==> src/sha1_pkg.sv <==
// ----------------------------------------------------------------------------
// sha1_pkg
// Shared types and constants of the byte stream SHA-1 hasher: command and
// status codes, sequencer states, initial hash and round constants.
// ----------------------------------------------------------------------------
package sha1_pkg;

  typedef enum logic [1:0] {
    CMD_ABSORB  = 2'd0,
    CMD_FINISH  = 2'd1,
    CMD_RESTART = 2'd2
  } cmd_t;

  typedef enum logic [1:0] {
    STAT_OK           = 2'd0,
    STAT_TOO_LONG     = 2'd1,
    STAT_AFTER_FINISH = 2'd2
  } status_t;

  typedef enum logic [2:0] {
    S_IDLE,
    S_PAD,
    S_ROUND,
    S_UPDATE,
    S_EMIT
  } state_t;

  localparam logic [31:0] H0_INIT = 32'h67452301;
  localparam logic [31:0] H1_INIT = 32'hEFCDAB89;
  localparam logic [31:0] H2_INIT = 32'h98BADCFE;
  localparam logic [31:0] H3_INIT = 32'h10325476;
  localparam logic [31:0] H4_INIT = 32'hC3D2E1F0;

  localparam logic [31:0] K_CH  = 32'h5A827999;
  localparam logic [31:0] K_P1  = 32'h6ED9EBA1;
  localparam logic [31:0] K_MAJ = 32'h8F1BBCDC;
  localparam logic [31:0] K_P2  = 32'hCA62C1D6;

  localparam logic [7:0] PAD_MARK = 8'h80;

  localparam logic [6:0] ROUND_P1_START  = 7'd20;
  localparam logic [6:0] ROUND_MAJ_START = 7'd40;
  localparam logic [6:0] ROUND_P2_START  = 7'd60;
  localparam logic [6:0] ROUND_LAST      = 7'd79;

  localparam logic [5:0] FILL_LAST = 6'd63;

endpackage

==> src/sha1_in_if.sv <==
// ----------------------------------------------------------------------------
// sha1_in_if
// Request channel of the hasher: command and message byte with valid/ready.
// ----------------------------------------------------------------------------
interface sha1_in_if import sha1_pkg::*; ();

  logic       valid;
  logic       ready;
  logic [1:0] command;
  logic [7:0] message_byte;

  modport source (output valid, output command, output message_byte, input ready);
  modport sink   (input valid, input command, input message_byte, output ready);

endinterface

==> src/sha1_out_if.sv <==
// ----------------------------------------------------------------------------
// sha1_out_if
// Result channel of the hasher: status and five digest words with valid/ready.
// ----------------------------------------------------------------------------
interface sha1_out_if import sha1_pkg::*; ();

  logic        valid;
  logic        ready;
  logic [1:0]  status;
  logic [31:0] digest_word_0;
  logic [31:0] digest_word_1;
  logic [31:0] digest_word_2;
  logic [31:0] digest_word_3;
  logic [31:0] digest_word_4;

  modport source (
    output valid, output status,
    output digest_word_0, output digest_word_1, output digest_word_2,
    output digest_word_3, output digest_word_4,
    input  ready
  );
  modport sink (
    input  valid, input status,
    input  digest_word_0, input digest_word_1, input digest_word_2,
    input  digest_word_3, input digest_word_4,
    output ready
  );

endinterface

==> src/sha1_byte_stream_hasher.sv <==
// Absorb request: accepted in the idle state; the 64th byte of a block starts a compression
// (80 rounds through the single round adder, then a chain update).
// Finish request: acceptance, one pad byte per cycle up to the block end, one or two
// compressions, then the emit state; a repeated or error finish goes from acceptance
// straight to the emit state. Emit waits while the previous result is unread.
// Not ready meanwhile; the result is registered. Synchronous active-low reset loads the
// initial hash; the byte buffer has none.
// ----------------------------------------------------------------------------
// sha1_byte_stream_hasher
// SHA-1 hasher over a byte stream: a 512-bit shift line collects the block
// and later serves as the message schedule window for the round sequencer.
// ----------------------------------------------------------------------------
module sha1_byte_stream_hasher import sha1_pkg::*; (
  input  logic       clk,
  input  logic       rst_n,
  sha1_in_if.sink    in_chan,
  sha1_out_if.source out_chan
);

  state_t        state_r, state_nxt;
  logic [511:0]  buf_r, buf_nxt;
  logic [5:0]    fill_r, fill_nxt;
  logic [63:0]   bitlen_r, bitlen_nxt;
  logic          fin_r, fin_nxt;
  status_t       err_r, err_nxt;
  logic          pad_r, pad_nxt;
  logic          mark_r, mark_nxt;
  logic          lenblk_r, lenblk_nxt;
  logic [6:0]    round_r, round_nxt;
  logic [31:0]   a_r, b_r, c_r, d_r, e_r;
  logic [31:0]   a_nxt, b_nxt, c_nxt, d_nxt, e_nxt;
  logic [31:0]   h_r [5];
  logic [31:0]   h_nxt [5];
  logic          out_valid_r, out_valid_nxt;
  logic [1:0]    out_status_r, out_status_nxt;
  logic [31:0]   dig_r [5];
  logic [31:0]   dig_nxt [5];

  logic          in_acc;
  logic          out_load;
  logic          wr_en;
  logic [7:0]    wr_byte;
  logic [63:0]   bitlen_inc;
  logic [31:0]   f_val, k_val, t_val, w_new;

  assign in_chan.ready          = (state_r == S_IDLE);
  assign out_chan.valid         = out_valid_r;
  assign out_chan.status        = out_status_r;
  assign out_chan.digest_word_0 = dig_r[0];
  assign out_chan.digest_word_1 = dig_r[1];
  assign out_chan.digest_word_2 = dig_r[2];
  assign out_chan.digest_word_3 = dig_r[3];
  assign out_chan.digest_word_4 = dig_r[4];

  // next state
  always_comb begin
    state_nxt = state_r;
    case (state_r)
      S_IDLE: begin
        if (in_chan.valid) begin
          case (in_chan.command)
            CMD_ABSORB: begin
              if (err_r == STAT_OK && !fin_r && fill_r == FILL_LAST) begin
                state_nxt = S_ROUND;
              end
            end
            CMD_FINISH: begin
              if (err_r != STAT_OK || fin_r) begin
                state_nxt = S_EMIT;
              end else begin
                state_nxt = S_PAD;
              end
            end
            default: state_nxt = S_IDLE;
          endcase
        end
      end
      S_PAD: begin
        if (fill_r == FILL_LAST) begin
          state_nxt = S_ROUND;
        end
      end
      S_ROUND: begin
        if (round_r == ROUND_LAST) begin
          state_nxt = S_UPDATE;
        end
      end
      S_UPDATE: begin
        if (!pad_r) begin
          state_nxt = S_IDLE;
        end else if (lenblk_r) begin
          state_nxt = S_EMIT;
        end else begin
          state_nxt = S_PAD;
        end
      end
      S_EMIT: begin
        if (!out_valid_r || out_chan.ready) begin
          state_nxt = S_IDLE;
        end
      end
      default: state_nxt = S_IDLE;
    endcase
  end

  // sequencer outputs
  always_comb begin
    in_acc   = (state_r == S_IDLE) && in_chan.valid;
    out_load = (state_r == S_EMIT) && (!out_valid_r || out_chan.ready);
    wr_en    = 1'b0;
    wr_byte  = in_chan.message_byte;
    case (state_r)
      S_IDLE: begin
        wr_en = in_acc && (in_chan.command == CMD_ABSORB) && (err_r == STAT_OK) && !fin_r;
      end
      S_PAD: begin
        wr_en = 1'b1;
        if (mark_r) begin
          wr_byte = PAD_MARK;
        end else if (lenblk_r && fill_r[5:3] == 3'b111) begin
          wr_byte = bitlen_r[63:56];
        end else begin
          wr_byte = 8'h00;
        end
      end
      default: wr_en = 1'b0;
    endcase
  end

  // round function
  always_comb begin
    if (round_r < ROUND_P1_START) begin
      f_val = (b_r & c_r) | (~b_r & d_r);
      k_val = K_CH;
    end else if (round_r < ROUND_MAJ_START) begin
      f_val = b_r ^ c_r ^ d_r;
      k_val = K_P1;
    end else if (round_r < ROUND_P2_START) begin
      f_val = (b_r & c_r) | (b_r & d_r) | (c_r & d_r);
      k_val = K_MAJ;
    end else begin
      f_val = b_r ^ c_r ^ d_r;
      k_val = K_P2;
    end
    t_val = {a_r[26:0], a_r[31:27]} + f_val + e_r + buf_r[511:480] + k_val;
    w_new = buf_r[95:64] ^ buf_r[255:224] ^ buf_r[447:416] ^ buf_r[511:480];
    w_new = {w_new[30:0], w_new[31]};
  end

  // datapath next values
  always_comb begin
    buf_nxt        = buf_r;
    fill_nxt       = fill_r;
    bitlen_nxt     = bitlen_r;
    fin_nxt        = fin_r;
    err_nxt        = err_r;
    pad_nxt        = pad_r;
    mark_nxt       = mark_r;
    lenblk_nxt     = lenblk_r;
    round_nxt      = round_r;
    a_nxt          = a_r;
    b_nxt          = b_r;
    c_nxt          = c_r;
    d_nxt          = d_r;
    e_nxt          = e_r;
    h_nxt          = h_r;
    out_status_nxt = out_status_r;
    dig_nxt        = dig_r;
    out_valid_nxt  = out_valid_r;
    bitlen_inc     = bitlen_r + 64'd8;

    if (out_chan.ready) begin
      out_valid_nxt = 1'b0;
    end

    case (state_r)
      S_IDLE: begin
        if (in_acc) begin
          case (in_chan.command)
            CMD_ABSORB: begin
              if (err_r == STAT_OK) begin
                if (fin_r) begin
                  err_nxt = STAT_AFTER_FINISH;
                end else begin
                  bitlen_nxt = bitlen_inc;
                  if (bitlen_inc == 64'd0) begin
                    err_nxt = STAT_TOO_LONG;
                  end
                end
              end
            end
            CMD_FINISH: begin
              if (err_r == STAT_OK && !fin_r) begin
                pad_nxt  = 1'b1;
                mark_nxt = 1'b1;
              end
            end
            CMD_RESTART: begin
              h_nxt[0]   = H0_INIT;
              h_nxt[1]   = H1_INIT;
              h_nxt[2]   = H2_INIT;
              h_nxt[3]   = H3_INIT;
              h_nxt[4]   = H4_INIT;
              fill_nxt   = 6'd0;
              bitlen_nxt = 64'd0;
              fin_nxt    = 1'b0;
              err_nxt    = STAT_OK;
              pad_nxt    = 1'b0;
              mark_nxt   = 1'b0;
            end
            default: fill_nxt = fill_r;
          endcase
        end
      end
      S_PAD: begin
        if (mark_r) begin
          mark_nxt   = 1'b0;
          lenblk_nxt = (fill_r[5:3] != 3'b111);
        end else if (lenblk_r && fill_r[5:3] == 3'b111) begin
          bitlen_nxt = {bitlen_r[55:0], 8'h00};
        end
      end
      S_ROUND: begin
        a_nxt     = t_val;
        b_nxt     = a_r;
        c_nxt     = {b_r[1:0], b_r[31:2]};
        d_nxt     = c_r;
        e_nxt     = d_r;
        buf_nxt   = {buf_r[479:0], w_new};
        round_nxt = round_r + 7'd1;
      end
      S_UPDATE: begin
        h_nxt[0] = h_r[0] + a_r;
        h_nxt[1] = h_r[1] + b_r;
        h_nxt[2] = h_r[2] + c_r;
        h_nxt[3] = h_r[3] + d_r;
        h_nxt[4] = h_r[4] + e_r;
        if (pad_r) begin
          if (lenblk_r) begin
            fin_nxt = 1'b1;
            pad_nxt = 1'b0;
          end else begin
            lenblk_nxt = 1'b1;
          end
        end
      end
      S_EMIT: begin
        if (out_load) begin
          out_valid_nxt  = 1'b1;
          out_status_nxt = err_r;
          for (int i = 0; i < 5; i++) begin
            dig_nxt[i] = (err_r == STAT_OK) ? h_r[i] : 32'd0;
          end
        end
      end
      default: round_nxt = round_r;
    endcase

    if (wr_en) begin
      buf_nxt  = {buf_r[503:0], wr_byte};
      fill_nxt = fill_r + 6'd1;
      if (fill_r == FILL_LAST) begin
        a_nxt     = h_r[0];
        b_nxt     = h_r[1];
        c_nxt     = h_r[2];
        d_nxt     = h_r[3];
        e_nxt     = h_r[4];
        round_nxt = 7'd0;
      end
    end
  end

  always_ff @(posedge clk) begin
    if (!rst_n) begin
      state_r     <= S_IDLE;
      fill_r      <= 6'd0;
      bitlen_r    <= 64'd0;
      fin_r       <= 1'b0;
      err_r       <= STAT_OK;
      pad_r       <= 1'b0;
      mark_r      <= 1'b0;
      lenblk_r    <= 1'b0;
      round_r     <= 7'd0;
      out_valid_r <= 1'b0;
      h_r[0]      <= H0_INIT;
      h_r[1]      <= H1_INIT;
      h_r[2]      <= H2_INIT;
      h_r[3]      <= H3_INIT;
      h_r[4]      <= H4_INIT;
    end else begin
      state_r     <= state_nxt;
      fill_r      <= fill_nxt;
      bitlen_r    <= bitlen_nxt;
      fin_r       <= fin_nxt;
      err_r       <= err_nxt;
      pad_r       <= pad_nxt;
      mark_r      <= mark_nxt;
      lenblk_r    <= lenblk_nxt;
      round_r     <= round_nxt;
      out_valid_r <= out_valid_nxt;
      h_r         <= h_nxt;
    end
  end

  always_ff @(posedge clk) begin
    buf_r        <= buf_nxt;
    a_r          <= a_nxt;
    b_r          <= b_nxt;
    c_r          <= c_nxt;
    d_r          <= d_nxt;
    e_r          <= e_nxt;
    out_status_r <= out_status_nxt;
    dig_r        <= dig_nxt;
  end

endmodule

==> src/flat_wrapper.sv <==
// flat-port wrapper written by rule: the top's interface ports become plain ports
module sha1_byte_stream_hasher_flat import sha1_pkg::*;
  (clk, rst_n, in_chan_valid, in_chan_command, in_chan_message_byte, in_chan_ready, out_chan_valid, out_chan_status, out_chan_digest_word_0, out_chan_digest_word_1, out_chan_digest_word_2, out_chan_digest_word_3, out_chan_digest_word_4, out_chan_ready);
  sha1_in_if in_chan_i ();
  sha1_out_if out_chan_i ();
  input  logic clk;
  input  logic rst_n;
  input wire logic [$bits(in_chan_i.valid)-1:0] in_chan_valid;
  input wire logic [$bits(in_chan_i.command)-1:0] in_chan_command;
  input wire logic [$bits(in_chan_i.message_byte)-1:0] in_chan_message_byte;
  output wire logic [$bits(in_chan_i.ready)-1:0] in_chan_ready;
  output wire logic [$bits(out_chan_i.valid)-1:0] out_chan_valid;
  output wire logic [$bits(out_chan_i.status)-1:0] out_chan_status;
  output wire logic [$bits(out_chan_i.digest_word_0)-1:0] out_chan_digest_word_0;
  output wire logic [$bits(out_chan_i.digest_word_1)-1:0] out_chan_digest_word_1;
  output wire logic [$bits(out_chan_i.digest_word_2)-1:0] out_chan_digest_word_2;
  output wire logic [$bits(out_chan_i.digest_word_3)-1:0] out_chan_digest_word_3;
  output wire logic [$bits(out_chan_i.digest_word_4)-1:0] out_chan_digest_word_4;
  input wire logic [$bits(out_chan_i.ready)-1:0] out_chan_ready;
  assign in_chan_i.valid = in_chan_valid;
  assign in_chan_i.command = in_chan_command;
  assign in_chan_i.message_byte = in_chan_message_byte;
  assign in_chan_ready = in_chan_i.ready;
  assign out_chan_valid = out_chan_i.valid;
  assign out_chan_status = out_chan_i.status;
  assign out_chan_digest_word_0 = out_chan_i.digest_word_0;
  assign out_chan_digest_word_1 = out_chan_i.digest_word_1;
  assign out_chan_digest_word_2 = out_chan_i.digest_word_2;
  assign out_chan_digest_word_3 = out_chan_i.digest_word_3;
  assign out_chan_digest_word_4 = out_chan_i.digest_word_4;
  assign out_chan_i.ready = out_chan_ready;
  sha1_byte_stream_hasher u_core (.clk(clk), .rst_n(rst_n), .in_chan(in_chan_i), .out_chan(out_chan_i));
endmodule
==> config.mk <==
export PLATFORM = sky130hd
export DESIGN_NAME = sha1_byte_stream_hasher_flat
export DESIGN_NICKNAME = d
export VERILOG_FILES = /design/src/sha1_pkg.sv /design/src/sha1_in_if.sv /design/src/sha1_out_if.sv /design/src/sha1_byte_stream_hasher.sv /design/src/flat_wrapper.sv
export SDC_FILE = /design/constraint.sdc
export NUM_CORES = 2
export LEC_CHECK = 0
export ABC_CLOCK_PERIOD_IN_PS = 17550
export BUFFER_PORTS_ARGS = -buffer_cell sky130_fd_sc_hd__clkbuf_2
export CAP_MARGIN = 15
export CORE_MARGIN = 3
export CORE_UTILIZATION = 40
export CTS_CLUSTER_DIAMETER = 80
export CTS_CLUSTER_SIZE = 12
export DETAILED_ROUTE_END_ITERATION = 6
export GPL_TIMING_DRIVEN = 0
export HOLD_SLACK_MARGIN = 0.05
export PLACE_DENSITY = 0.56
export SYNTH_ARGS = -nofsm -noshare
export SYNTH_HDL_FRONTEND = slang
export SYNTH_SLANG_ARGS = --single-unit
==> constraint.sdc <==
create_clock -name clk -period 17.55 [get_ports clk]
set_clock_uncertainty 0.1 [all_clocks]
set_input_delay 3.51 -clock clk [delete_from_list [all_inputs] [get_ports clk]]
set_output_delay 3.51 -clock clk [all_outputs]
set_load 0.05 [all_outputs]
**After elaboration in Yosys (flattened, before gate mapping)**

Index checks and enable logic that the tools add are counted.

- Register bits: 1,081
- Logic and storage cells: 195

- Add/subtract/negate cells: 12
- Order comparisons: 3
- Mux-type cells: 76
- Equal/unequal tests: 29
- Reduce and logical (&&, ||, !) cells: 35
- Bitwise logic cells: 13

Operators by type and width:

| kind | number |
|---|---|
| $mux 512 | 2 |
| $mux 32 | 20 |
| $mux 160 | 2 |
| $mux 64 | 5 |
| $pmux 160 s2 | 1 |
| $add 32x32->32 | 9 |
| $pmux 64 s2 | 2 |
| $xor 32x32->32 | 5 |
| $and 32x32->32 | 4 |
| $or 32x32->32 | 3 |
| $add 64x4->64 const B | 1 |
| $logic_not 64->1 | 1 |
| $not 32->32 | 1 |
| $mux 31 | 1 |
| $mux 3 | 8 |
| $mux 6 | 4 |
| $mux 8 | 3 |
| $mux 7 | 3 |
| $ne 2x1->1 const B | 9 |
| $reduce_bool 2->1 | 9 |
| $pmux 3 s5 | 1 |
| $reduce_and 5->1 | 3 |
| $lt 7x6->1 const B | 2 |
| $mux 1 | 13 |
| 27 further kinds | 56 |

**Longest topological paths before layout**

- Depth after elaboration: 13
- Gate-level depth with buffers: 27
- Mapped depth without buffers: 25

**Worst setup path before layout**

OpenSTA, ideal clock, no wires.

- Path kind: input -> register
- From: input in_chan_valid
- To: register u_core.buf_r[0], enable pin
- Data required time: 13,811 ps
- Data arrival time: 12,786 ps
- Stages on the path: 6
- Slack: 1,025 ps
- Library setup time: 3,639 ps
- Cells stage by stage: nand2_1 > nor3_1 > a21oi_1 > clkbuf_1 > clkbuf_1 > nand2_1

- Word-level cells in the longest chain between the ends: 6

Ends and longest elaborated chain:

| what | line | source |
|---|---|---|
| start: declaration | flat_wrapper.sv:8 | `input wire logic [$bits(in_chan_i.valid)-1:0] in_chan_valid;` |
| $logic_and 1x1->1 | sha1_byte_stream_hasher.sv:108 | `in_acc = (state_r == S_IDLE) && in_chan.valid;` |
| $logic_and 1x1->1 (3 in a row) | sha1_byte_stream_hasher.sv:114 | `wr_en = in_acc && (in_chan.command == CMD_ABSORB) && (err_r == STAT_OK) && !fin_r;` |
| $pmux 1 s2 | sha1_byte_stream_hasher.sv:112 | `case (state_r)` |
| $reduce_bool 2->1 (no line) | - |  |
| end signal: assignment | sha1_byte_stream_hasher.sv:306 | `buf_r <= buf_nxt;` |
| end: declaration | sha1_byte_stream_hasher.sv:21 | `logic [511:0] buf_r, buf_nxt;` |

No other way between the ends.
A chain may end at the register's enable or synchronous reset.

**Final worst setup path**

- From: register u_core.round_r[3]
- To: register u_core.a_r[30]

- Word-level cells in the longest chain between the ends: 11
- Elaborated cells on any way between the ends: 16

Ends and longest elaborated chain:

| what | line | source |
|---|---|---|
| start: declaration | sha1_byte_stream_hasher.sv:29 | `logic [6:0] round_r, round_nxt;` |
| start signal: assignment | sha1_byte_stream_hasher.sv:299 | `round_r <= round_nxt;` |
| $lt 7x6->1 | sha1_byte_stream_hasher.sv:138 | `end else if (round_r < ROUND_P2_START) begin` |
| $mux 32 | sha1_byte_stream_hasher.sv:138 |  |
| $mux 32 | sha1_byte_stream_hasher.sv:135 | `end else if (round_r < ROUND_MAJ_START) begin` |
| $mux 32 | sha1_byte_stream_hasher.sv:132 | `if (round_r < ROUND_P1_START) begin` |
| $add 32x32->32 (3 in a row) | sha1_byte_stream_hasher.sv:145 | `t_val = {a_r[26:0], a_r[31:27]} + f_val + e_r + buf_r[511:480] + k_val;` |
| $add 32x32->32 (*) | sha1_byte_stream_hasher.sv:145 |  |
| $mux 32 (*) | sha1_byte_stream_hasher.sv:176 | `case (state_r)` |
| $mux 32 | sha1_byte_stream_hasher.sv:262 | `if (fill_r == FILL_LAST) begin` |
| $mux 32 (*) | sha1_byte_stream_hasher.sv:259 | `if (wr_en) begin` |
| net u_core.a_nxt[30] | sha1_byte_stream_hasher.sv:31 | `logic [31:0] a_nxt, b_nxt, c_nxt, d_nxt, e_nxt;` |
| end signal: assignment | sha1_byte_stream_hasher.sv:307 | `a_r <= a_nxt;` |
| end: declaration | sha1_byte_stream_hasher.sv:30 | `logic [31:0] a_r, b_r, c_r, d_r, e_r;` |

Mark *: on every way through the listed nets, which the timed path passes. The rest lies on a longest branch.

==> run metrics <==
TritonRoute pass-1 iters=6; routed len/inst=24.7 um; worst vdd ir=roughly 0.00022 V; gr usage total=28.0%; FF-to-FF setup slack=slightly below 9000 ps; CTS hold repair buffers=0; P per Cell Area=187 mW/mm2; Adder-Cell Fraction of Synth Area=8.94%; Warnings, synthesis=0; Synth Area in XOR/XNOR=4.44%; H-tree Lvls=3; Setup CP Type=reg -> reg; Fmax achieved=0.115 GHz; Worst Hold End=u_core.round_r[1]; Crit path buffers/inverters=5; DR vias=49,100; Iter 0 DRT Violations=about 4,900; largest family of logic cells by synthesized area=simple AND/OR/NAND/NOR gates; routed wire length=218,000 um; # DRC=0; Compound-Gate Fraction of Synth Area=12.2%; leakage=0.0266 uW; critical path launch point type=flip-flop; vias per cell=5.57; Worst path max stage delay=a little under 800 ps; slew margin rel.=11.2%; TritonCTS Buffers=between 100 and 150; Reg2Reg Launch Point=u_core.round_r[3]; Regs by FF count=u_core.buf_r x512, u_core.h_r x160, u_core.bitlen_r x61; R2R Path End=u_core.a_r[30]; Hold Violations, Final=0; Root Buffer=clkbuf_16; Hold Crit Depth=2; nets@finish=7,194; io pins=about 180; number of port buffers=176; min-delay worst type=reg -> reg; maxcap violations=0; Clock Sinks=1,078; insertion delay to the later sink of the worst-skew pair=750 ps; synthesized area=0.0590 mm2; Most flops, register=u_core.buf_r; clock buffer depth=3; Die ar.=0.152 mm2; grt total ovfl=0; fin crit share=49.8%; Pwr Total=roughly 12,000 uW; first-pass GRT wire length=315,000 um; crit path max fanout=11; CTS tree=yes; FF-to-FF path depth=25; layout cell share with drive strength beyond 1=5.29%; initial antenna violation count=6; Post-synth top cells=nand2_1 (1,964), edfxtp_1 (674), nor2_1 (416), dfxtp_1 (404), clkbuf_1 (332); max-slew violation count=0; Placement Setup Slack=around 9000 ps; setup ws final=8820 ps; Req. time, crit path=roughly 18,000 ps; Async SR Flop Fraction=0%; worst-margin pin slew=1330 ps; top_reg_cell synth=edfxtp_1; post-CTS setup buffers=0; # rows=140; Core Util, Final=45.0%; count leader, synth=nand2_1; Die X=390 um; Area contributors post-synth=edfxtp_1 (34%), dfxtp_1 (14%), nand2_1 (12%), ha_1 (4.7%), fa_1 (4.2%); CP Data Arrival Time=9270 ps; Post-Syn Nets=6,895; final setup violation count=0; die height=390 um; vias in the first global route=47,300; pin count of the biggest net entering global routing=77; CP Capture Type=flip-flop; Synth Area in Simple Gates=22.5%; synth-to-layout area growth=11.4%; number of synthesized flops with an enable pin=674; hold path start=u_core.round_r[1]; max reg flops=between 500 and 600; mux share of post-synthesis cell area=0.259%; HPWL Detailed=167,000 um; CP max-delay cell=clkbuf_1; Core Box Area=0.146 mm2; RD Place Congestion=0.986; #FFs+latches synth=1,078; post-synth top area cell=edfxtp_1; Fin Hold WS=398 ps; syn_area_per_cell=9.03 um2; ANT nets after route=0; Post-CTS Resized=0; status=finished, final reports clean; Yosys top cell area share=34.3%; Reg clk slew, reported paths=about 70 ps; post-synthesis instance total=6,534; register area share after synthesis=between 40% and 50%; minimum clock period=a little under 9000 ps; Synth cell types=81; CP delay by family, top=compound AO/OA/AOI/OAI gates; RSZ-0062 raised after global routing=no; Starting Density=40.4%
-- metal layers --
metal | global-route usage (%) | vias up | wire [um]
li1 | - | 23000 | -
met1 | 37.1 | 23900 | 91900
met2 | 46.0 | 1855 | 101000
met3 | 3.37 | 367 | 13600
met4 | 12.8 | 4 | 10700
met5 | 0 | - | 30
-- power by group --
group	total (uW)	switching (uW)	internal [uW]	leakage [uW]
clock	2150	1030	1120	0.00146
sequential	3970	663	3310	0.00957
combinational	6190	3660	2530	0.0156
-- layout by cell type, fill, tap and decap left out, types with 209 or more instances in the layout --
| cell | count |
|---|---|
| ha_1 | 223 |
| nand2_1 | 1963 |
| inv_1 | 209 |
| o21ai_0 | 292 |
| clkbuf_1 | 380 |
| a21oi_1 | 237 |
| xnor2_1 | 226 |
| dfxtp_1 | 404 |
| nor2_1 | 415 |
| and2_1 | 212 |
| edfxtp_1 | 674 |
-- final cells by class --
type,count,area (um2)
inverters,210,788
well taps,1917,2400
clock inverters,16,249
plain buffers,357,1360
fillers,14400,80400
flip-flops and latches,1078,28300
diodes,4,10.0
repair buffers,194,1260
clock buffers,155,2800
multi-input cells,4889,28500
-- worst register-to-register path, stage by stage, from the launching register on --
cell      delay [ps]
dfxtp_1          300
clkbuf_1         170
nand4_1          150
nor2b_1          580
and2_1           450
clkinv_1         410
nand2_1          500
clkbuf_1         800
nor2_1           100
nor2_1           390
fa_1             510
inv_1             80
fa_1             420
fa_1             490
inv_1             40
ha_1             200
a21o_1           190
a21oi_1          320
nor2_1            80
o21a_1           220
o221ai_1         480
o21ai_0          390
a22oi_1          540
o41a_1           230
mux2_2           360
a21oi_1          130
-- per-stage QoR --
stage	setup TNS [ps]	area [um2]	instances
final	0	65700	8820
after CTS	0	65700	8814
after floorplan	0	59000	6534
after global placement	-2969660	62300	8627
after detailed placement	0	62600	8643
after global routing	0	65700	8817
-- how the worst max path moves through the flow --
| stage | cells past startpoint | endpoint | from | slack [ps] |
|---|---|---|---|---|
| detailed placement | 27 | u_core.a_r[31] | u_core.round_r[3] | 8950 |
| CTS | 27 | u_core.a_r[31] | u_core.round_r[3] | 8920 |
| floorplan | 6 | u_core.buf_r[0] | in_chan_valid | 1020 |
| global placement | 7 | u_core.buf_r[354] | in_chan_valid | -5840 |
| finish | 25 | u_core.a_r[30] | u_core.round_r[3] | 8820 |
| global route | 27 | u_core.a_r[31] | u_core.round_r[3] | 8600 |
-- kinds of logic (layout without fill, tap and decap cells) --
| kind of cell | count (synthesis) | count (layout) |
|---|---|---|
| other | 0 | 4 |
| multiplexers | 15 | 15 |
| AO/OA/AOI/OAI | 1144 | 1144 |
| AND/OR/NAND/NOR | 3084 | 3084 |
| flip-flops | 1078 | 1078 |
| buffers and inverters | 567 | 932 |
| adder cells (fa/ha/maj) | 347 | 347 |
| XOR/XNOR | 299 | 299 |
No activity file was read; power rests on OpenSTA's default activity.
